$ cat config.mk
export PLATFORM = sky130hd
export DESIGN_NAME = tetra_grid_neighbor_iterator
export DESIGN_NICKNAME = d
export VERILOG_FILES = /design/src/tgni_pkg.sv /design/src/tgni_ctrl.sv /design/src/tgni_datapath.sv /design/src/tetra_grid_neighbor_iterator.sv
export SDC_FILE = /design/constraint.sdc
export NUM_CORES = 1
export LEC_CHECK = 0
export ABC_AREA = 0
export BUFFER_PORTS_ARGS = -buffer_cell sky130_fd_sc_hd__buf_2
export CORE_MARGIN = 10
export CORE_UTILIZATION = 50
export DETAILED_ROUTE_END_ITERATION = 7
export GPL_TIMING_DRIVEN = 0
export HOLD_SLACK_MARGIN = 0.05
export PLACE_DENSITY = 0.66
export SYNTH_ARGS = -nofsm -noshare
export SYNTH_HDL_FRONTEND = slang
export SYNTH_SLANG_ARGS = --single-unit
export TNS_END_PERCENT = 100
$ cat constraint.sdc
create_clock -name clk -period 12 [get_ports clk]
set_input_delay 1.2 -clock clk [delete_from_list [all_inputs] [get_ports clk]]
set_output_delay 1.2 -clock clk [all_outputs]
set_load 0.005 [all_outputs]
$ cat src/tgni_pkg.sv
// Shared types, constants and offset tables of the tetrahedral grid neighbor iterator.
// Used by all modules of the block; depends on nothing.
`default_nettype none
package tgni_pkg;

	localparam int VTX_W       = 25;
	localparam int DEG_W       = 18;
	localparam int SIZE_W      = 9;
	localparam int CRD_W       = 10;
	localparam int TI_W        = 5;
	localparam int DIV_CNT_W   = 5;
	localparam int CFG_IDX_W   = 2;
	localparam int DEF_MAX_DIM = 256;
	localparam int MIN_DIM     = 3;
	localparam int DEG_REGULAR = 18;

	localparam logic OP_START = 1'b0;
	localparam logic OP_NEXT  = 1'b1;

	typedef enum logic [CFG_IDX_W-1:0] {
		CFG_X_SIZE = 2'd0,
		CFG_Y_SIZE = 2'd1,
		CFG_Z_SIZE = 2'd2,
		CFG_BASE   = 2'd3
	} cfg_idx_t;

	typedef enum logic [2:0] {
		PH_BELOW    = 3'd0,
		PH_LEVEL    = 3'd1,
		PH_ABOVE    = 3'd2,
		PH_BLAST    = 3'd3,
		PH_CLQ_PREP = 3'd4,
		PH_CLQ_PRE  = 3'd5,
		PH_CLQ_POST = 3'd6,
		PH_DONE     = 3'd7
	} phase_t;

	typedef enum logic [1:0] {
		DEG_ZERO  = 2'd0,
		DEG_REG   = 2'd1,
		DEG_LAST  = 2'd2,
		DEG_BLAST = 2'd3
	} deg_sel_t;

	typedef enum logic [6:0] {
		ST_IDLE  = 7'b0000001,
		ST_DIV   = 7'b0000010,
		ST_CLASS = 7'b0000100,
		ST_STEP  = 7'b0001000,
		ST_MUL1  = 7'b0010000,
		ST_MUL2  = 7'b0100000,
		ST_EMIT  = 7'b1000000
	} ctl_state_t;

	typedef struct packed {
		logic               opcode;
		logic [VTX_W-1:0]   vertex;
	} req_t;

	typedef struct packed {
		logic [VTX_W-1:0]   neighbor;
		logic               done_res;
		logic [DEG_W-1:0]   degree_bound;
	} rsp_t;

	// Commands from the controller to the datapath.
	typedef struct packed {
		logic start;
		logic div_step;
		logic classify;
		logic adv_step;
		logic mul1;
		logic mul2;
		logic emit;
	} cmd_t;

	// Status from the datapath to the controller.
	typedef struct packed {
		logic req_next;
		logic start_bad;
		logic div_last;
		logic div_second;
		logic class_bad;
		logic adv_found;
		logic adv_done;
		logic rsp_free;
	} sts_t;

	// X offsets of the neighbor table.
	function automatic logic signed [1:0] off_dx(input logic [TI_W-1:0] ti);
		logic signed [1:0] d;
		case (ti)
			5'd3, 5'd7, 5'd9, 5'd12, 5'd16:         d = 2'sb01;
			5'd4, 5'd5, 5'd8, 5'd10, 5'd14:         d = 2'sb11;
			default:                                d = 2'sb00;
		endcase
		return d;
	endfunction

	// Y offsets of the neighbor table.
	function automatic logic signed [1:0] off_dy(input logic [TI_W-1:0] ti);
		logic signed [1:0] d;
		case (ti)
			5'd1, 5'd10, 5'd11, 5'd12, 5'd17:       d = 2'sb01;
			5'd2, 5'd5, 5'd6, 5'd7, 5'd13:          d = 2'sb11;
			default:                                d = 2'sb00;
		endcase
		return d;
	endfunction

	// End of the table group that belongs to a phase.
	function automatic logic [TI_W-1:0] table_limit(input phase_t ph);
		logic [TI_W-1:0] l;
		case (ph)
			PH_LEVEL: l = 5'd13;
			PH_ABOVE: l = 5'd18;
			default:  l = 5'd5;
		endcase
		return l;
	endfunction

endpackage
`default_nettype wire

$ cat src/tgni_ctrl.sv
// Controller state machine of the neighbor iterator.
// Depends on tgni_pkg for the state, command and status types.
`default_nettype none
module tgni_ctrl (
	input  wire logic          clk,
	input  wire logic          arst_n,
	input  wire logic          req_valid,
	output logic               req_ready,
	input  wire tgni_pkg::sts_t sts,
	output tgni_pkg::cmd_t     cmd
);

	tgni_pkg::ctl_state_t state_q, state_n;

	// Next state and commands.
	always_comb begin
		state_n = state_q;
		cmd = '0;
		unique case (state_q)
			tgni_pkg::ST_IDLE: begin
				if (req_valid) begin
					cmd.start = 1'b1;
					if (sts.req_next) state_n = tgni_pkg::ST_STEP;
					else if (sts.start_bad) state_n = tgni_pkg::ST_EMIT;
					else state_n = tgni_pkg::ST_DIV;
				end
			end
			tgni_pkg::ST_DIV: begin
				cmd.div_step = 1'b1;
				if (sts.div_last && sts.div_second) state_n = tgni_pkg::ST_CLASS;
			end
			tgni_pkg::ST_CLASS: begin
				cmd.classify = 1'b1;
				state_n = sts.class_bad ? tgni_pkg::ST_EMIT : tgni_pkg::ST_STEP;
			end
			tgni_pkg::ST_STEP: begin
				cmd.adv_step = 1'b1;
				if (sts.adv_found) state_n = tgni_pkg::ST_MUL1;
				else if (sts.adv_done) state_n = tgni_pkg::ST_EMIT;
			end
			tgni_pkg::ST_MUL1: begin
				cmd.mul1 = 1'b1;
				state_n = tgni_pkg::ST_MUL2;
			end
			tgni_pkg::ST_MUL2: begin
				cmd.mul2 = 1'b1;
				state_n = tgni_pkg::ST_EMIT;
			end
			tgni_pkg::ST_EMIT: begin
				if (sts.rsp_free) begin
					cmd.emit = 1'b1;
					state_n = tgni_pkg::ST_IDLE;
				end
			end
			default: state_n = tgni_pkg::ST_IDLE;
		endcase
	end

	assign req_ready = (state_q == tgni_pkg::ST_IDLE);

	// State register.
	always_ff @(posedge clk or negedge arst_n) begin
		if (!arst_n) begin
			state_q <= tgni_pkg::ST_IDLE;
		end else begin
			state_q <= state_n;
		end
	end

endmodule
`default_nettype wire

$ cat src/tgni_datapath.sv
// Datapath of the neighbor iterator: size registers, divider, table walk,
// clique raster, address multiply-add and the response register.
// Depends on tgni_pkg.
`default_nettype none
module tgni_datapath #(
	parameter int MAX_DIM = tgni_pkg::DEF_MAX_DIM
) (
	input  wire logic                          clk,
	input  wire logic                          arst_n,
	input  wire tgni_pkg::req_t                req,
	input  wire logic                          cfg_valid,
	output logic                               cfg_ready,
	input  wire logic [tgni_pkg::CFG_IDX_W-1:0] cfg_index,
	input  wire logic [tgni_pkg::SIZE_W-1:0]    cfg_data,
	input  wire tgni_pkg::cmd_t                cmd,
	output tgni_pkg::sts_t                     sts,
	output tgni_pkg::rsp_t                     rsp,
	output logic                               rsp_valid,
	input  wire logic                          rsp_ready
);

	localparam int SW = tgni_pkg::SIZE_W;
	localparam int CW = tgni_pkg::CRD_W;
	localparam int VW = tgni_pkg::VTX_W;
	localparam int TW = tgni_pkg::TI_W;
	localparam int DW = tgni_pkg::DEG_W;
	localparam int NC = tgni_pkg::DIV_CNT_W;
	localparam logic [NC-1:0] DIV_LAST = NC'(VW - 1);

	// Clamp a size register to the supported range.
	function automatic logic [SW-1:0] eff_size(input logic [SW-1:0] r);
		logic [SW-1:0] e;
		if (r < SW'(tgni_pkg::MIN_DIM)) e = SW'(tgni_pkg::MIN_DIM);
		else if (32'(r) > MAX_DIM) e = SW'(MAX_DIM);
		else e = r;
		return e;
	endfunction

	logic [SW-1:0] x_size_q, y_size_q, z_size_q;
	logic          base_q;
	logic [SW-1:0] xs, ys, zs;

	logic [SW-1:0] cen_x_q, cen_y_q, cen_z_q;
	tgni_pkg::phase_t phase_q, ph_n;
	logic [TW-1:0] ti_q, ti_n;
	logic [CW-1:0] scan_x_q, scan_y_q, scan_z_q, sx_n, sy_n, sz_n;

	logic [VW-1:0] num_q;
	logic [SW-1:0] rem_q;
	logic [NC-1:0] div_cnt_q;
	logic          div_second_q;

	logic [SW-1:0]    nx_q, ny_q;
	logic [CW-1:0]    nz_q;
	logic [19:0]      p1_q;
	logic [VW-1:0]    neigh_q;
	logic [DW-1:0]    xy_q;
	tgni_pkg::deg_sel_t deg_sel_q;
	logic             res_done_q;

	assign xs = eff_size(x_size_q);
	assign ys = eff_size(y_size_q);
	assign zs = eff_size(z_size_q);
	assign cfg_ready = 1'b1;

	// One restoring division step.
	logic [SW:0]   rem_sh, rem_sub, divisor;
	logic          div_ge;
	logic [SW-1:0] rem_n;
	logic [VW-1:0] num_n;
	assign divisor = {1'b0, div_second_q ? ys : xs};
	assign rem_sh  = {rem_q, num_q[VW-1]};
	assign div_ge  = rem_sh >= divisor;
	assign rem_sub = rem_sh - divisor;
	assign rem_n   = div_ge ? rem_sub[SW-1:0] : rem_sh[SW-1:0];
	assign num_n   = {num_q[VW-2:0], div_ge};

	// Start checks and layer classification.
	logic start_bad, class_bad;
	assign start_bad = (req.vertex == '0) && base_q;
	assign class_bad = num_q >= VW'(zs);

	// Table walk: candidate position of the next table entry.
	logic [TW-1:0]        ti_inc;
	logic signed [1:0]    dx, dy;
	logic signed [SW+1:0] cx, cy;
	logic                 x_ok, y_ok, tbl_phase;
	assign ti_inc = ti_q + 1'b1;
	assign dx = tgni_pkg::off_dx(ti_inc);
	assign dy = tgni_pkg::off_dy(ti_inc);
	assign cx = $signed({2'b00, cen_x_q}) + {{SW{dx[1]}}, dx};
	assign cy = $signed({2'b00, cen_y_q}) + {{SW{dy[1]}}, dy};
	assign x_ok = !cx[SW+1] && (cx[SW:0] < {1'b0, xs});
	assign y_ok = !cy[SW+1] && (cy[SW:0] < {1'b0, ys});
	assign tbl_phase = (phase_q == tgni_pkg::PH_BELOW) || (phase_q == tgni_pkg::PH_LEVEL) ||
		(phase_q == tgni_pkg::PH_ABOVE) || (phase_q == tgni_pkg::PH_BLAST);

	// Clique raster: next scan position.
	logic [CW-1:0] rx, ry, rz;
	always_comb begin
		rx = scan_x_q + 1'b1;
		ry = scan_y_q;
		rz = scan_z_q;
		if (rx >= CW'(xs)) begin
			rx = '0;
			ry = scan_y_q + 1'b1;
			if (ry >= CW'(ys)) begin
				ry = '0;
				rz = scan_z_q + 1'b1;
			end
		end
	end

	// One advance step of the enumeration.
	logic          found, fin;
	logic [SW-1:0] fx, fy;
	logic [CW-1:0] fz;
	always_comb begin
		ph_n = phase_q;
		ti_n = ti_q;
		sx_n = scan_x_q;
		sy_n = scan_y_q;
		sz_n = scan_z_q;
		found = 1'b0;
		fin = 1'b0;
		fx = cx[SW-1:0];
		fy = cy[SW-1:0];
		fz = CW'(cen_z_q);
		if (tbl_phase) begin
			ti_n = ti_inc;
			if (phase_q == tgni_pkg::PH_ABOVE) fz = CW'(cen_z_q) + 1'b1;
			else if (phase_q != tgni_pkg::PH_LEVEL) fz = CW'(cen_z_q) - 1'b1;
			if (ti_inc >= tgni_pkg::table_limit(phase_q)) begin
				case (phase_q)
					tgni_pkg::PH_BELOW: ph_n = tgni_pkg::PH_LEVEL;
					tgni_pkg::PH_LEVEL: ph_n = tgni_pkg::PH_ABOVE;
					tgni_pkg::PH_BLAST: ph_n = tgni_pkg::PH_CLQ_PREP;
					default: begin
						ph_n = tgni_pkg::PH_DONE;
						fin = 1'b1;
					end
				endcase
			end else if (x_ok && y_ok) begin
				found = 1'b1;
			end
		end else if (phase_q == tgni_pkg::PH_CLQ_PREP) begin
			ph_n = tgni_pkg::PH_CLQ_PRE;
			sx_n = CW'(xs) - 1'b1;
			sy_n = CW'(ys) - 1'b1;
			sz_n = CW'(zs) - CW'(3);
		end else if ((phase_q == tgni_pkg::PH_CLQ_PRE) ||
				(phase_q == tgni_pkg::PH_CLQ_POST)) begin
			sx_n = rx;
			sy_n = ry;
			sz_n = rz;
			fx = rx[SW-1:0];
			fy = ry[SW-1:0];
			fz = rz;
			if (rz >= CW'(zs)) begin
				ph_n = tgni_pkg::PH_DONE;
				fin = 1'b1;
			end else if ((phase_q == tgni_pkg::PH_CLQ_POST) || (rx != CW'(cen_x_q)) ||
					(ry != CW'(cen_y_q)) || (rz != CW'(cen_z_q))) begin
				found = 1'b1;
			end else begin
				ph_n = tgni_pkg::PH_CLQ_POST;
			end
		end else begin
			ph_n = tgni_pkg::PH_DONE;
			fin = 1'b1;
		end
	end

	// Status toward the controller.
	assign sts.req_next   = (req.opcode == tgni_pkg::OP_NEXT);
	assign sts.start_bad  = start_bad;
	assign sts.div_last   = (div_cnt_q == DIV_LAST);
	assign sts.div_second = div_second_q;
	assign sts.class_bad  = class_bad;
	assign sts.adv_found  = found;
	assign sts.adv_done   = fin;
	assign sts.rsp_free   = !rsp_valid || rsp_ready;

	// Configuration registers.
	always_ff @(posedge clk or negedge arst_n) begin
		if (!arst_n) begin
			x_size_q <= SW'(tgni_pkg::MIN_DIM);
			y_size_q <= SW'(tgni_pkg::MIN_DIM);
			z_size_q <= SW'(tgni_pkg::MIN_DIM);
			base_q   <= 1'b0;
		end else if (cfg_valid) begin
			unique case (cfg_index)
				tgni_pkg::CFG_X_SIZE: x_size_q <= cfg_data;
				tgni_pkg::CFG_Y_SIZE: y_size_q <= cfg_data;
				tgni_pkg::CFG_Z_SIZE: z_size_q <= cfg_data;
				tgni_pkg::CFG_BASE:   base_q   <= cfg_data[0];
				default: ;
			endcase
		end
	end

	// Enumeration state.
	always_ff @(posedge clk or negedge arst_n) begin
		if (!arst_n) begin
			cen_x_q      <= '0;
			cen_y_q      <= '0;
			cen_z_q      <= '0;
			phase_q      <= tgni_pkg::PH_DONE;
			ti_q         <= '1;
			scan_x_q     <= '0;
			scan_y_q     <= '0;
			scan_z_q     <= '0;
			div_cnt_q    <= '0;
			div_second_q <= 1'b0;
			deg_sel_q    <= tgni_pkg::DEG_ZERO;
			res_done_q   <= 1'b0;
		end else begin
			if (cmd.start) begin
				div_cnt_q    <= '0;
				div_second_q <= 1'b0;
				deg_sel_q    <= tgni_pkg::DEG_ZERO;
				if (req.opcode == tgni_pkg::OP_START && start_bad) begin
					phase_q    <= tgni_pkg::PH_DONE;
					res_done_q <= 1'b1;
				end
			end
			if (cmd.div_step) begin
				div_cnt_q <= div_cnt_q + 1'b1;
				if (div_cnt_q == DIV_LAST) begin
					div_cnt_q    <= '0;
					div_second_q <= 1'b1;
					if (div_second_q) cen_y_q <= rem_n;
					else cen_x_q <= rem_n;
				end
			end
			if (cmd.classify) begin
				if (class_bad) begin
					phase_q    <= tgni_pkg::PH_DONE;
					res_done_q <= 1'b1;
				end else begin
					cen_z_q <= num_q[SW-1:0];
					if (num_q[SW-1:0] == zs - 1'b1) begin
						phase_q   <= tgni_pkg::PH_CLQ_PREP;
						deg_sel_q <= tgni_pkg::DEG_LAST;
					end else if (num_q[SW-1:0] == zs - SW'(2)) begin
						phase_q   <= tgni_pkg::PH_BLAST;
						ti_q      <= '1;
						deg_sel_q <= tgni_pkg::DEG_BLAST;
					end else if (num_q[SW-1:0] == '0) begin
						phase_q   <= tgni_pkg::PH_LEVEL;
						ti_q      <= TW'(4);
						deg_sel_q <= tgni_pkg::DEG_REG;
					end else begin
						phase_q   <= tgni_pkg::PH_BELOW;
						ti_q      <= '1;
						deg_sel_q <= tgni_pkg::DEG_REG;
					end
				end
			end
			if (cmd.adv_step) begin
				phase_q  <= ph_n;
				ti_q     <= ti_n;
				scan_x_q <= sx_n;
				scan_y_q <= sy_n;
				scan_z_q <= sz_n;
				if (found) res_done_q <= 1'b0;
				else if (fin) res_done_q <= 1'b1;
			end
		end
	end

	// Dividend, remainder and address payload.
	always_ff @(posedge clk) begin
		if (cmd.start) begin
			num_q <= req.vertex - VW'(base_q);
			rem_q <= '0;
		end
		if (cmd.div_step) begin
			num_q <= num_n;
			rem_q <= (div_cnt_q == DIV_LAST) ? '0 : rem_n;
		end
		if (cmd.classify) xy_q <= DW'(xs * ys);
		if (cmd.adv_step && found) begin
			nx_q <= fx;
			ny_q <= fy;
			nz_q <= fz;
		end
		if (cmd.mul1) p1_q <= 20'(nz_q * ys) + 20'(ny_q);
		if (cmd.mul2) neigh_q <= VW'(30'(p1_q * xs) + 30'(nx_q) + 30'(base_q));
	end

	// Response register.
	logic [DW:0] deg_sum;
	always_comb begin
		case (deg_sel_q)
			tgni_pkg::DEG_REG:   deg_sum = (DW+1)'(tgni_pkg::DEG_REGULAR);
			tgni_pkg::DEG_LAST:  deg_sum = {xy_q, 1'b0} - 1'b1;
			tgni_pkg::DEG_BLAST: deg_sum = {xy_q, 1'b0} + (DW+1)'(4);
			default:             deg_sum = '0;
		endcase
	end

	always_ff @(posedge clk or negedge arst_n) begin
		if (!arst_n) begin
			rsp_valid <= 1'b0;
		end else if (cmd.emit) begin
			rsp_valid <= 1'b1;
		end else if (rsp_ready) begin
			rsp_valid <= 1'b0;
		end
	end

	always_ff @(posedge clk) begin
		if (cmd.emit) begin
			rsp.neighbor     <= res_done_q ? '0 : neigh_q;
			rsp.done_res     <= res_done_q;
			rsp.degree_bound <= deg_sum[DW-1:0];
		end
	end

endmodule
`default_nettype wire

$ cat src/tetra_grid_neighbor_iterator.sv
// Top level of the tetrahedral grid neighbor iterator.
// Depends on tgni_pkg, tgni_ctrl and tgni_datapath.
//
// Usage:
//   req (opcode, vertex) is taken on req_valid && req_ready. A start request
//   (opcode 0) splits the vertex number into x, y, z and returns the first
//   neighbor with a degree bound; a next request (opcode 1) returns the
//   following neighbor, or done_res = 1 when the list is exhausted.
//   rsp carries one response per request on rsp_valid / rsp_ready.
//   cfg_index / cfg_data write x_size, y_size, z_size and base_value; the
//   port is always ready. The user must keep it written only while no request
//   is open; the block itself does not enforce this.
// Sequence:
//   One request is in flight at a time. A valid start runs two bit-serial
//   divisions, a classify step, table or raster steps, the multiply-add steps
//   and the emit step. A start outside the grid ends after the classify step,
//   one below the base goes straight to emit. A next request runs table or
//   raster steps, the multiply-adds and emit; at list end it skips the adds.
// Reset and stall:
//   Reset sets the sizes to their minimum and leaves the iterator in the done
//   state. A response waits in the output register while rsp_ready is low;
//   the next request is taken meanwhile and held at its end until it drains.
`default_nettype none
module tetra_grid_neighbor_iterator #(
	parameter int MAX_DIM = tgni_pkg::DEF_MAX_DIM
) (
	input  wire logic                           clk,
	input  wire logic                           arst_n,
	input  wire logic                           req_valid,
	output logic                                req_ready,
	input  wire tgni_pkg::req_t                 req,
	output logic                                rsp_valid,
	input  wire logic                           rsp_ready,
	output tgni_pkg::rsp_t                      rsp,
	input  wire logic                           cfg_valid,
	output logic                                cfg_ready,
	input  wire logic [tgni_pkg::CFG_IDX_W-1:0] cfg_index,
	input  wire logic [tgni_pkg::SIZE_W-1:0]    cfg_data
);

	tgni_pkg::cmd_t cmd;
	tgni_pkg::sts_t sts;

	// Sequencer.
	tgni_ctrl u_ctrl (
		.clk       (clk),
		.arst_n    (arst_n),
		.req_valid (req_valid),
		.req_ready (req_ready),
		.sts       (sts),
		.cmd       (cmd)
	);

	// Arithmetic and state.
	tgni_datapath #(
		.MAX_DIM (MAX_DIM)
	) u_dp (
		.clk       (clk),
		.arst_n    (arst_n),
		.req       (req),
		.cfg_valid (cfg_valid),
		.cfg_ready (cfg_ready),
		.cfg_index (cfg_index),
		.cfg_data  (cfg_data),
		.cmd       (cmd),
		.sts       (sts),
		.rsp       (rsp),
		.rsp_valid (rsp_valid),
		.rsp_ready (rsp_ready)
	);

endmodule
`default_nettype wire

**After elaboration in Yosys (flattened, before gate mapping)**

Memory sizes are Yosys's and may differ from the RTL's.
Index checks and enable logic that the tools add are counted.

- Logic and storage cells: 259
- Flip-flop bits (word level): 278
- Output and inout port bits: 47
- ROM bits: 128
- Input bits: 42
- Memories: 2

Memories:

| name | depth | width | rd ports | clocked after Yosys merged registers in | wr ports | line | source |
|---|---|---|---|---|---|---|---|
| (name not given) | 32 | 2 | 1 | 0 | 0 | tgni_pkg.sv:103 | `case (ti)` |
| (name not given) | 32 | 2 | 1 | 0 | 0 | tgni_pkg.sv:92 | `case (ti)` |

- Multipliers: 3
- Reduce and logical (&&, ||, !) cells: 40
- Add/sub/neg operators: 21
- Order comparisons: 14
- Equal/unequal tests: 35
- Bitwise logic cells: 4
- Multiplexer cells: 111

Operators by type and width:

| operator | number |
|---|---|
| 10-bit 2-to-1 mux | 16 |
| 9-bit 2-to-1 mux | 17 |
| 7-bit 2-to-1 mux | 8 |
| 5-bit 2-to-1 mux | 11 |
| 18-bit one-hot mux with 3 select lines | 1 |
| 25-bit 2-to-1 mux | 2 |
| 7-bit one-hot mux with 7 select lines | 1 |
| 10-bit by 9-bit greater-or-equal comparator with 1-bit output | 4 |
| 3-bit 2-to-1 mux | 13 |
| 1-bit 2-to-1 mux | 35 |
| 10-bit by 1-bit adder with 10-bit output (second input constant) | 3 |
| 10-bit by 9-bit inequality test with 1-bit output | 3 |
| 9-bit by 1-bit subtractor with 10-bit output (second input constant) | 3 |
| 9-bit greater-than comparator (second input constant) | 3 |
| 9-bit by 2-bit less-than comparator with 1-bit output (second input constant) | 3 |
| 25-bit by 1-bit adder with 25-bit output | 1 |
| 25-bit by 9-bit adder with 25-bit output | 1 |
| 25-bit by 9-bit greater-or-equal comparator with 1-bit output | 1 |
| 25-bit zero test | 1 |
| 20-bit by 9-bit multiplier with 25-bit output | 1 |
| 25-bit by 1-bit subtractor with 25-bit output | 1 |
| 10-bit by 2-bit adder with 11-bit output | 2 |
| 19-bit by 9-bit adder with 20-bit output | 1 |
| 10-bit by 9-bit less-than comparator with 1-bit output | 2 |
| 46 further kinds | 94 |

**Longest topological paths before layout**

Gate-level depths: netlist (run 1).

- Word-level depth: 16
- Gate-level depth with buffers: 28
- Gate-level depth less buffers: 27

**By module**

Synthesis (run 1) repeated with hierarchy kept, for this count alone.

- Cell total of the unflattened synthesis: 3178
- Area, all modules: 29036.6 um^2

Modules (own cells, without submodules):

| module | instances | seq. area each (um^2) | cells each | area each (um^2) |
|---|---|---|---|---|
| tgni_datapath | 1 | 7639.8 | 3121 | 28511.1 |
| tgni_ctrl | 1 | 176.4 | 57 | 525.5 |

**Least setup slack after synthesis (run 1)**

OpenSTA, ideal clock, no wires.

- Kind: register -> register
- Start point: reg u_dp.y_size_q[4]
- End point: reg u_dp.nx_q[0] (enable)
- Data arrival time: 6.713 ns
- Buffers on the path: 2
- Library setup time: 0.424 ns
- Setup slack: 4.863 ns
- Cell stages (with the launch flop): 25
- Required time: 11.576 ns
- Period minus slack after synthesis: 7.137 ns
- Cell sequence: dfrtp_1 -> or4_1 -> nor3_1 -> nand2_1 -> nand2_1 -> and2_1 -> clkbuf_1 -> clkinv_1 -> ha_1 -> o21ai_0 -> o221ai_4 -> a21oi_2 -> buf_6 -> nor2_1 -> xnor2_1 -> ha_1 -> nand2b_1 -> a21oi_1 -> o21ai_0 -> a211oi_1 -> o21bai_1 -> a21o_1 -> a2111oi_1 -> o21ai_0 -> a21oi_1

- Longest elaborated chain between the ends: 15
- Elaborated cells on any way between the ends: 25
- Classes of those cells: order compare: 5; eq/ne: 2; mux: 13; reduce/logical: 5

Ends and longest elaborated chain:

| item | line | source |
|---|---|---|
| start, declared | tgni_datapath.sv:39 | `logic [SW-1:0] x_size_q, y_size_q, z_size_q;` |
| start signal, assigned | tgni_datapath.sv:188 | `y_size_q <= SW'(tgni_pkg::MIN_DIM);` |
| start signal, assigned | tgni_datapath.sv:194 | `tgni_pkg::CFG_Y_SIZE: y_size_q <= cfg_data;` |
| 9-bit greater-than comparator | tgni_datapath.sv:34 | `else if (32'(r) > MAX_DIM) e = SW'(MAX_DIM);` |
| 9-bit 2-to-1 mux | tgni_datapath.sv:34 |  |
| 9-bit 2-to-1 mux (*) | tgni_datapath.sv:33 | `if (r < SW'(tgni_pkg::MIN_DIM)) e = SW'(tgni_pkg::MIN_DIM);` |
| branches (longest 10 deep; another with 10-bit by 9-bit greater-or-equal comparator with 1-bit output) | -- |  |
| 1-bit 2-to-1 mux (*) | tgni_datapath.sv:129 | `if (tbl_phase) begin` |
| 1-bit logical AND (*) | tgni_datapath.sv:283 | `if (cmd.adv_step && found) begin` |
| end signal, assigned | tgni_datapath.sv:284 | `nx_q <= fx;` |
| end, declared | tgni_datapath.sv:53 | `logic [SW-1:0] nx_q, ny_q;` |

Mark *: on every way between the ends.
A chain may end at the register's enable or synchronous reset.

**Final worst setup path (run 1)**

- Start point: reg u_dp.y_size_q[4]
- End point: reg u_dp.nx_q[8] (enable)

Same word-level chain as after synthesis.

==> results.md, run 1 <==
Power:
- The peak ir drop on the vdd network is 226 uV.
- The internal power component is 0.00407 W.
- The power share of the combinational group is 63.8%.
- The switching power is 0.00335 W.
- Overall power consumption after layout is estimated at 0.00742 W.
- The power density over the cells is 235 nW/um^2.
- The share of total power in the clock network is 16.1%.
- Of the total power, the share spent switching nets is 45.2%.
- The part of the total power dissipated in sequential elements is 20.1%.
- The static leakage is 14.1 nW.

STA:
- The number of pins exceeding their max-slew limit in the final report was 0.
- The worst pin sits at a relative slew slack of 7.17%.
- The worst clock skew is 33.5 ps.
- Of the available clock period, the critical path in the final layout requires 74.0%.
- Setup violations remaining at the end of the flow were counted as 0.
- Setup repair after global routing left no endpoint under its margin.
- The final-layout setup total negative slack is 0 ps.
- At the pin with the least slew margin, the transition time is 1390 ps.
- The final worst setup slack is 3110 ps.
- The final number of hold-violating endpoints is 0.
- Timing would allow up to 113 MHz.
- After layout, the minimum clock period comes to 8890 ps.

Logic synthesis:
- The synthesized net count is 3662.
- The number of synthesized flops with an enable pin is 168.
- The synthesized area is 28700 um^2.
- The fraction of synthesis flops using an asynchronous set or reset pin is 39.6%.
- A synthesized cell averages 9.22 um^2.
- For this run, the number of Yosys warnings is 0.
- The post-synthesis cell type count is 105.
- The flop and latch count out of synthesis is 278.
- After synthesis, flip-flops and latches occupy 27.2% of the total area.
- After technology mapping, the gate count stands at 3113.
- The predominant post-synthesis flop cell is edfxtp_1.

Critical path:
- The worst path arrival time is 9130 ps.
- The sort of element at the end of the critical path is a register.
- The highest fanout seen on the critical path is 28.
- The kind of critical path is register to register.
- Data on the critical path is required at its endpoint by 12240 ps.
- The kind of launch point of the worst setup path is a register.

Route:
- Once detail routing completed, the nets flagged for antenna violations numbered 0.
- The first routing iteration left 1794 violations.
- The post-detailed-route DRC marker count is 0.
- After detailed routing, the number of vias per cell comes to 5.82.
- The first detailed-routing pass took 5 iterations.
- The final layout contains routed wiring with a total length of 85.2 mm.
- The detailed router placed 23478 vias in this run.
- After detailed routing, the average wire length per cell comes to 21.1 um.

Layout:
- The total non-filler cell area in the finished layout is 31600 um^2.
- The area growth from synthesis to layout is 10.1%.
- Leaving out filler cells and counting taps, the final layout contains 4032.
- The antenna diode count is 0.
- The filler cell count in the final layout is 5159.
- The fraction of layout cells with a size suffix above 1 is 8.21%.
- The net count of the finished layout is 3797.

Clock tree:
- Clock latency on the worst-skew pair, taken at its later pin, is 580 ps.
- The clock transition at the registers of the reported paths is 60 ps.
- The post-CTS setup-driven buffer insertion count is 0.
- The H-tree generated during clock tree synthesis spans 2 levels.
- Buffers inserted during clock tree synthesis total 36.
- The buffer type at the clock tree root is clkbuf_16.
- The number of gates resized after cts is 0.
- In this run the deepest clock path goes through 3 buffers.
- The clock sink total is 278.
- TritonCTS built the clock tree.
- The quantity of hold-fixing buffers added after cts is 0.

Floorplanning:
- The die covers 67400 um^2.
- Once the floorplan was initialized, standard cells occupied 50.7% of the core.
- The die is 260 um wide.
- The total area inside the core boundary comes to 56600 um^2.
- The floorplan has 87 rows.
- The count of pins on the block boundary is 89.
- The floorplan die height is 260 um.

GRT:
- The number of global-route vias before repair is 23861.
- The remaining global-route overflow is 0.
- The initial antenna violation count is 1.
- The busiest layer in global routing is met2.
- The pin count of the biggest net entering global routing is 59.
- The met1 usage in global routing is 32.6%.
- The fraction of met3 tracks used by global routing is 4.75%.
- Across every metal layer, demand over resource in global routing totals 25.2%.
- The global-route wire length before repair is 134 mm.
- In the global route stage, met2 resource usage came out at 41.4%.

Place:
- The routability-driven placement congestion ratio is 0.952.
- The placed wire-length estimate is 68.3 mm.
- Buffers placed on the I/O ports in this run total 87.
- At the placement stage, the worst setup path has a slack of 3400 ps.
- In this run, placement finished with an instance count of 3966.
- Summing all placed instances gives a cell area of 30300 um^2.

Job:
- Max-cap violations in this run came to 0.

Status:
- The flow ran to the end, and the final reports show no timing, DRC or antenna violations.

Worst hold path:
- The worst min-delay path class is register to register.
cells in the mapped netlist (16+ instances only):
library cell    n  area share (%)
nand2b_1       17            0.37
and3_1         21            0.46
inv_1         338             4.4
xnor2_1       132             4.0
fa_1          243              17
a21o_1         29            0.76
nand2_1       396             5.2
o211ai_1       16            0.42
nor3_1         57            0.99
xor2_1         47             1.4
o21a_1         17            0.44
buf_1          34            0.44
or3_1          20            0.44
nor4_1         25            0.54
a211oi_1       19            0.50
edfxtp_1      168              18
ha_1          264              12
clkbuf_1      105             1.4
a21oi_1       150             2.6
nand3_1        61             1.1
and2_1        113             2.5
dfrtp_1        95             8.3
nor2_1        218             2.8
mux2_2         42             1.6
nand4_1        20            0.44
o21ai_0       128             2.2
nor2b_1        65             1.4
sequential cells by signal (all words and copies together), names as in the netlist, 9 cells and up:
| name | cells |
|---|---|
| u_dp.neigh_q | 25 |
| u_dp.num_q | 25 |
| u_dp.scan_y_q | 10 |
| u_dp.nx_q | 9 |
| u_dp.y_size_q | 9 |
| u_dp.cen_z_q | 9 |
| u_dp.scan_x_q | 10 |
| u_dp.ny_q | 9 |
| u_dp.xy_q | 17 |
| u_dp.rem_q | 9 |
| u_dp.z_size_q | 9 |
| u_dp.x_size_q | 9 |
| u_dp.p1_q | 20 |
| u_dp.scan_z_q | 10 |
| u_dp.cen_y_q | 9 |
| u_dp.nz_q | 10 |
| u_dp.cen_x_q | 9 |
| u_dp.rsp | 44 |
final timing paths:
kind | depth (start not counted) | slack, ps | start | endpoint
min in group asynchronous | 1 | 580 | arst_n | u_dp.cen_z_q[0]
worst max register to register | 24 | 3110 | u_dp.y_size_q[4] | u_dp.nx_q[8]
max in group asynchronous | 2 | 10710 | arst_n | u_ctrl.state_q[0]
worst max-delay path | 24 | 3110 | u_dp.y_size_q[4] | u_dp.nx_q[8]
worst min-delay path | 2 | 490 | u_dp.ti_q[4] | u_dp.ti_q[4]
worst min register to register | 2 | 490 | u_dp.ti_q[4] | u_dp.ti_q[4]
final cells by class:
type	instances	area (um^2)	area share (%)
multi-input combinational	2344	19100	60.4
sequential	278	7820	24.7
inverter	340	1280	4.04
clock buffer	45	968	3.06
tap	756	946	2.99
buffer	151	603	1.91
timing repair buffer	97	574	1.82
clock inverter	21	339	1.07
placed cells by master, fill, tap and decap left out, types with 8 or more instances in the layout:
master / count
a211oi_1: 18
a21o_1: 29
a21oi_1: 149
a31oi_1: 15
and2_1: 113
and3_1: 21
buf_1: 34
buf_2: 92
buf_4: 8
clkbuf_1: 110
clkbuf_16: 36
dfrtp_1: 95
dfstp_2: 15
edfxtp_1: 168
fa_1: 243
ha_1: 264
inv_1: 337
mux2_2: 42
mux2i_1: 13
nand2_1: 396
nand2b_1: 17
nand3_1: 61
nand4_1: 20
nor2_1: 218
nor2b_1: 64
nor3_1: 57
nor4_1: 24
o211ai_1: 16
o21a_1: 17
o21ai_0: 128
o21bai_1: 9
o22ai_1: 14
o31ai_1: 14
or3_1: 20
or4_1: 13
xnor2_1: 132
xor2_1: 47
worst max-delay path: stages, from the launching register on:
cell and delay, ps:
dfrtp_1 420, or4_1 500, nor3_1 290, nand2_1 90, nand2_1 270, and2_1 170
clkbuf_1 580, clkinv_1 630, ha_1 460, o21ai_0 130, o221ai_4 350, a21o_1 400
nand2_1 290, mux2i_1 560, inv_1 120, ha_1 300, a21oi_1 130, o21ai_0 110
a211oi_1 250, o21bai_1 100, a21o_1 190, a2111oi_1 1200, o21ai_0 460, a21oi_4 280
buf_12 220
routing by layer:
layer  wire (um)  vias up
met5          13        -
met3        6130      174
met2       39600      802
met4        3390        2
met1       36100    11683
li1            -    10817
cell families (layout without fill, tap and decap cells):
group | count (synthesis) | in the layout | synth area share [%]
flops | 278 | 278 | 27.2
fa+ha+maj | 508 | 508 | 28.5
simple gates | 1077 | 1077 | 18.2
xor+xnor | 181 | 181 | 5.62
compound gates | 521 | 521 | 11.8
other cells | 1 | 1 | 0.0131
mux | 56 | 56 | 2.15
buf+inv | 491 | 654 | 6.54
power by group through the flow:
stage               registers (W)  logic [W]  clock network [W]
floorplan                 0.00146    0.00354                  0
global placement          0.00150    0.00455                  0
detailed placement        0.00151    0.00469                  0
CTS                       0.00149    0.00475            0.00121
global route              0.00151    0.00537            0.00125
finish                    0.00149    0.00474            0.00119
stage by stage:
| step | hold slack (ps) | util, % |
|---|---|---|
| 6_report | 492 | 55.8 |
| 5_1_grt | 505 | 55.8 |
| 4_1_cts | 493 | 55.8 |
| 3_5_place_dp | 484 | 53.5 |
| 3_3_place_gp | 477 | 53.2 |
| 2_1_floorplan | 465 | - |
(Power assumes the default switching activity.)
==> inputs of run 2 (changes only) <==
==> constraint.sdc (replaced) <==
create_clock -name clk -period 9.1 [get_ports clk]
set_input_delay 0.91 -clock clk [delete_from_list [all_inputs] [get_ports clk]]
set_output_delay 0.91 -clock clk [all_outputs]
set_load 0.005 [all_outputs]
==> run 2 against run 1 <==
Against the previous run: register-to-register slack got worse by 2400 ps; wire length about the same; sequential share of layout area barely moved; worst setup slack got worse by 2400 ps; flip-flop and latch count unchanged; utilization about the same; non-clock buffer count did not move; die area is the same; clock skew hardly changed; fmax increased by 5.9%; first-iteration DRC count is 3.6% higher.
==> results.md, run 2 (synthesized netlist as in run 1, its figures left out) <==
Floorplanning:
- The floorplan die height came to 260 um (unchanged).
- The die outline width is 260 um (unchanged).
- The die area was 67400 um^2 (unchanged).
- The count of pins on the block boundary was 89 (unchanged).
- The initial cell density of the core is 50.7% (unchanged).
- The standard-cell row count is 87 (unchanged).
- The total core area was 56600 um^2 (unchanged).

STA:
- The highest achievable clock rate is 119 MHz (+5.9%).
- Setup repair after global routing left no endpoint under its margin.
- The final number of hold-violating endpoints is 0 (unchanged).
- The measured slew at the worst slew-check pin was 1170 ps (-214 ps).
- The setup-violating endpoint count in the final report is 0 (unchanged).
- The number of pins exceeding their max-slew limit in the final report was 0 (unchanged).
- The remaining max-slew budget at the tightest pin came to 21.2% (+14 points).
- The worst clock skew is 33.9 ps (+0.423 ps).
- The minimum period implied by the final worst setup slack is 8390 ps (-495 ps).
- The final-layout worst hold slack is 295 ps (-197 ps).
- The post-route clock period utilization is 92.2% (+18 points).

Layout:
- The most common library cell in the layout ignoring fill and taps is nand2_1.
- The library cells used most frequently in the layout, excluding fill and tap cells, are 396 x nand2_1, 337 x inv_1, 264 x ha_1.
- The net count of the finished layout was 3797 (unchanged).
- The fraction of layout cells with a size suffix above 1 came to 8.24% (+0.031 points).
- The core occupancy in the finished layout is 55.8% (about the same).
- The number of flip-flops under the largest register name came to 44 (unchanged).
- The area growth from synthesis to layout is 10.1% (about the same).
- The antenna diode count is 0 (unchanged).
- The largest registers in the layout are u_dp.rsp x44, u_dp.neigh_q x25, u_dp.num_q x25.
- u_dp.rsp holds more flip-flops than any other register.
- The filler cell count in the final layout came to 5160 (+0.019%).

Power:
- The post-route total power is 0.00980 W (+32%).
- The static leakage came to 14.1 nW (about the same).
- The power density over the cells is 310 nW/um^2 (+32%).
- The peak ir drop on the vdd network is 298 uV (+32%).

Critical path:
- The cell type group with the largest total delay on the critical path is compound AO/OA/AOI/OAI gates.
- The kind of critical path is register to register.
- STA classifies the critical path startpoint as a register.
- The sum of buffers and inverters on the critical path was 4 (unchanged).
- The worst path arrival time is 8630 ps (-500 ps).
- The highest fanout seen on the critical path is 28 (unchanged).
- The required time at the worst-slack endpoint is 9340 ps (-2900 ps).
- Walking the worst path, the cells encountered are or4_1, nor3_1, nand2_1, nand2_1, and2_1, clkbuf_1, clkinv_1, ha_1, o21ai_0, o221ai_4, a21o_1, nand2_1, mux2i_1, inv_1, ha_1, a21oi_1, o21ai_0, a211oi_1, o21bai_1, a21o_1, a2111oi_2, o21ai_0, a21oi_4, buf_12.
- In this run the critical register-to-register path is captured at u_dp.nx_q[8].
- The maximum cell stage delay along the critical path is 820 ps (-380 ps).
- The count of cells along the worst register-to-register path came to 24 (unchanged).
- STA classifies the critical path endpoint as a register.
- The reg-to-reg startpoint is u_dp.y_size_q[4].
- The worst-case register-to-register setup slack was 710 ps (-2400 ps).
- The worst-path cell with the longest stage delay is a2111oi_2.

Place:
- The routability-driven placement congestion ratio is 0.952 (unchanged).
- The placed wire-length estimate came to 68.3 mm (unchanged).
- The number of buffer cells added on primary ports is 87 (unchanged).

GRT:
- The number of global-route vias before repair came to 23861 (unchanged).
- The fraction of met3 tracks used by global routing is 4.75% (unchanged).
- The pin count of the biggest net entering global routing is 59 (unchanged).
- The global routing usage on met2 came to 41.4% (unchanged).
- The busiest layer in global routing is met2.
- The initial antenna violation count is 1 (unchanged).
- The met1 usage in global routing came to 32.6% (unchanged).
- The global-route wire length before repair was 134 mm (unchanged).
- The aggregate global-route resource usage is 25.2% (unchanged).
- The remaining global-route overflow is 0 (unchanged).

Route:
- The post-detailed-route DRC marker count came to 0 (unchanged).
- The via-per-instance ratio is 5.83 (+0.14%).
- The post-detailed-route count of antenna-violating nets is 0 (unchanged).
- The length of the first detailed-routing pass in iterations was 5 (unchanged).
- The detail-routed net length per standard cell is 21.2 um (about the same).
- The number of DRC markers in iteration 0 came to 1859 (+3.6%).
- The via count is 23512 (+0.14%).
- The total routed wirelength is 85.3 mm (about the same).

Clock tree:
- The H-tree depth came to 2 (unchanged).
- The number of buffers on the longest clock path came to 3 (unchanged).
- The source-to-sink clock delay at the later pin of the worst-skew pair came to 580 ps (about the same).
- The buffer type at the clock tree root is clkbuf_16.
- The quantity of hold-fixing buffers added after cts is 0 (unchanged).
- The CTS tree is yes.
- The clock transition at the registers of the reported paths is 60 ps (about the same).
- The clock sink total came to 278 (unchanged).
- The number of buffers created by CTS is 36 (unchanged).

Status:
- The flow ran to the end, and the final reports show no timing, DRC or antenna violations.

Worst hold path:
- The worst min-delay path class is input port to async pin.

Job:
- The reported max-cap violation count is 0 (unchanged).
## run 2: worst max path at each step
stage | from | to | slack, ps | cells after the start
after global placement | u_dp.x_size_q[6] | u_dp.nx_q[2] | -1480 | 22
after global routing | u_dp.y_size_q[4] | u_dp.nx_q[8] | 350 | 24
after detailed placement | u_dp.x_size_q[6] | u_dp.nx_q[2] | 500 | 23
after CTS | u_dp.x_size_q[6] | u_dp.nx_q[8] | 430 | 23
after floorplan | u_dp.y_size_q[4] | u_dp.nx_q[0] | 1960 | 24
final | u_dp.y_size_q[4] | u_dp.nx_q[8] | 710 | 24
## run 2: final cells by class
class,instances,area [um^2],share of cell area (%)
Buffer,151,603,1.91
Clock buffer,45,968,3.06
Clock inverter,21,339,1.07
Multi-Input combinational cell,2344,19100,60.4
Timing Repair Buffer,97,574,1.82
Tap cell,756,946,2.99
Sequential cell,278,7820,24.7
Inverter,340,1280,4.04
## run 2: metal layers
| layer | up-vias | wire length (um) |
|---|---|---|
| met2 | 772 | 39800 |
| li1 | 10822 | - |
| met4 | 2 | 3320 |
| met1 | 11749 | 36300 |
| met5 | - | 13 |
| met3 | 167 | 5840 |
## run 2: where the power goes
group          internal (W)  leakage, nW  switching (W)
combinational       0.00259         10.5        0.00367
clock              0.000967        0.632       0.000607
sequential          0.00181         2.95       0.000157
## run 2: repair_timing
action                     4_1_cts  5_1_grt
setup endpoints to repair        0       28
hold endpoints to repair         0        0
setup buffers                    0        0
gates resized for setup          0        1
## run 2: stage by stage
| step | setup slack (ps) | cells | TNS (ps) | cell area, um^2 |
|---|---|---|---|---|
| after detailed placement | 501 | 3966 | 0 | 30300 |
| after global placement | -1480 | 3956 | -42630 | 30100 |
| final | 710 | 4032 | 0 | 31600 |
| after CTS | 426 | 4032 | 0 | 31600 |
| after global routing | 350 | 4032 | 0 | 31600 |
| after floorplan | 1960 | 3113 | 0 | 28700 |
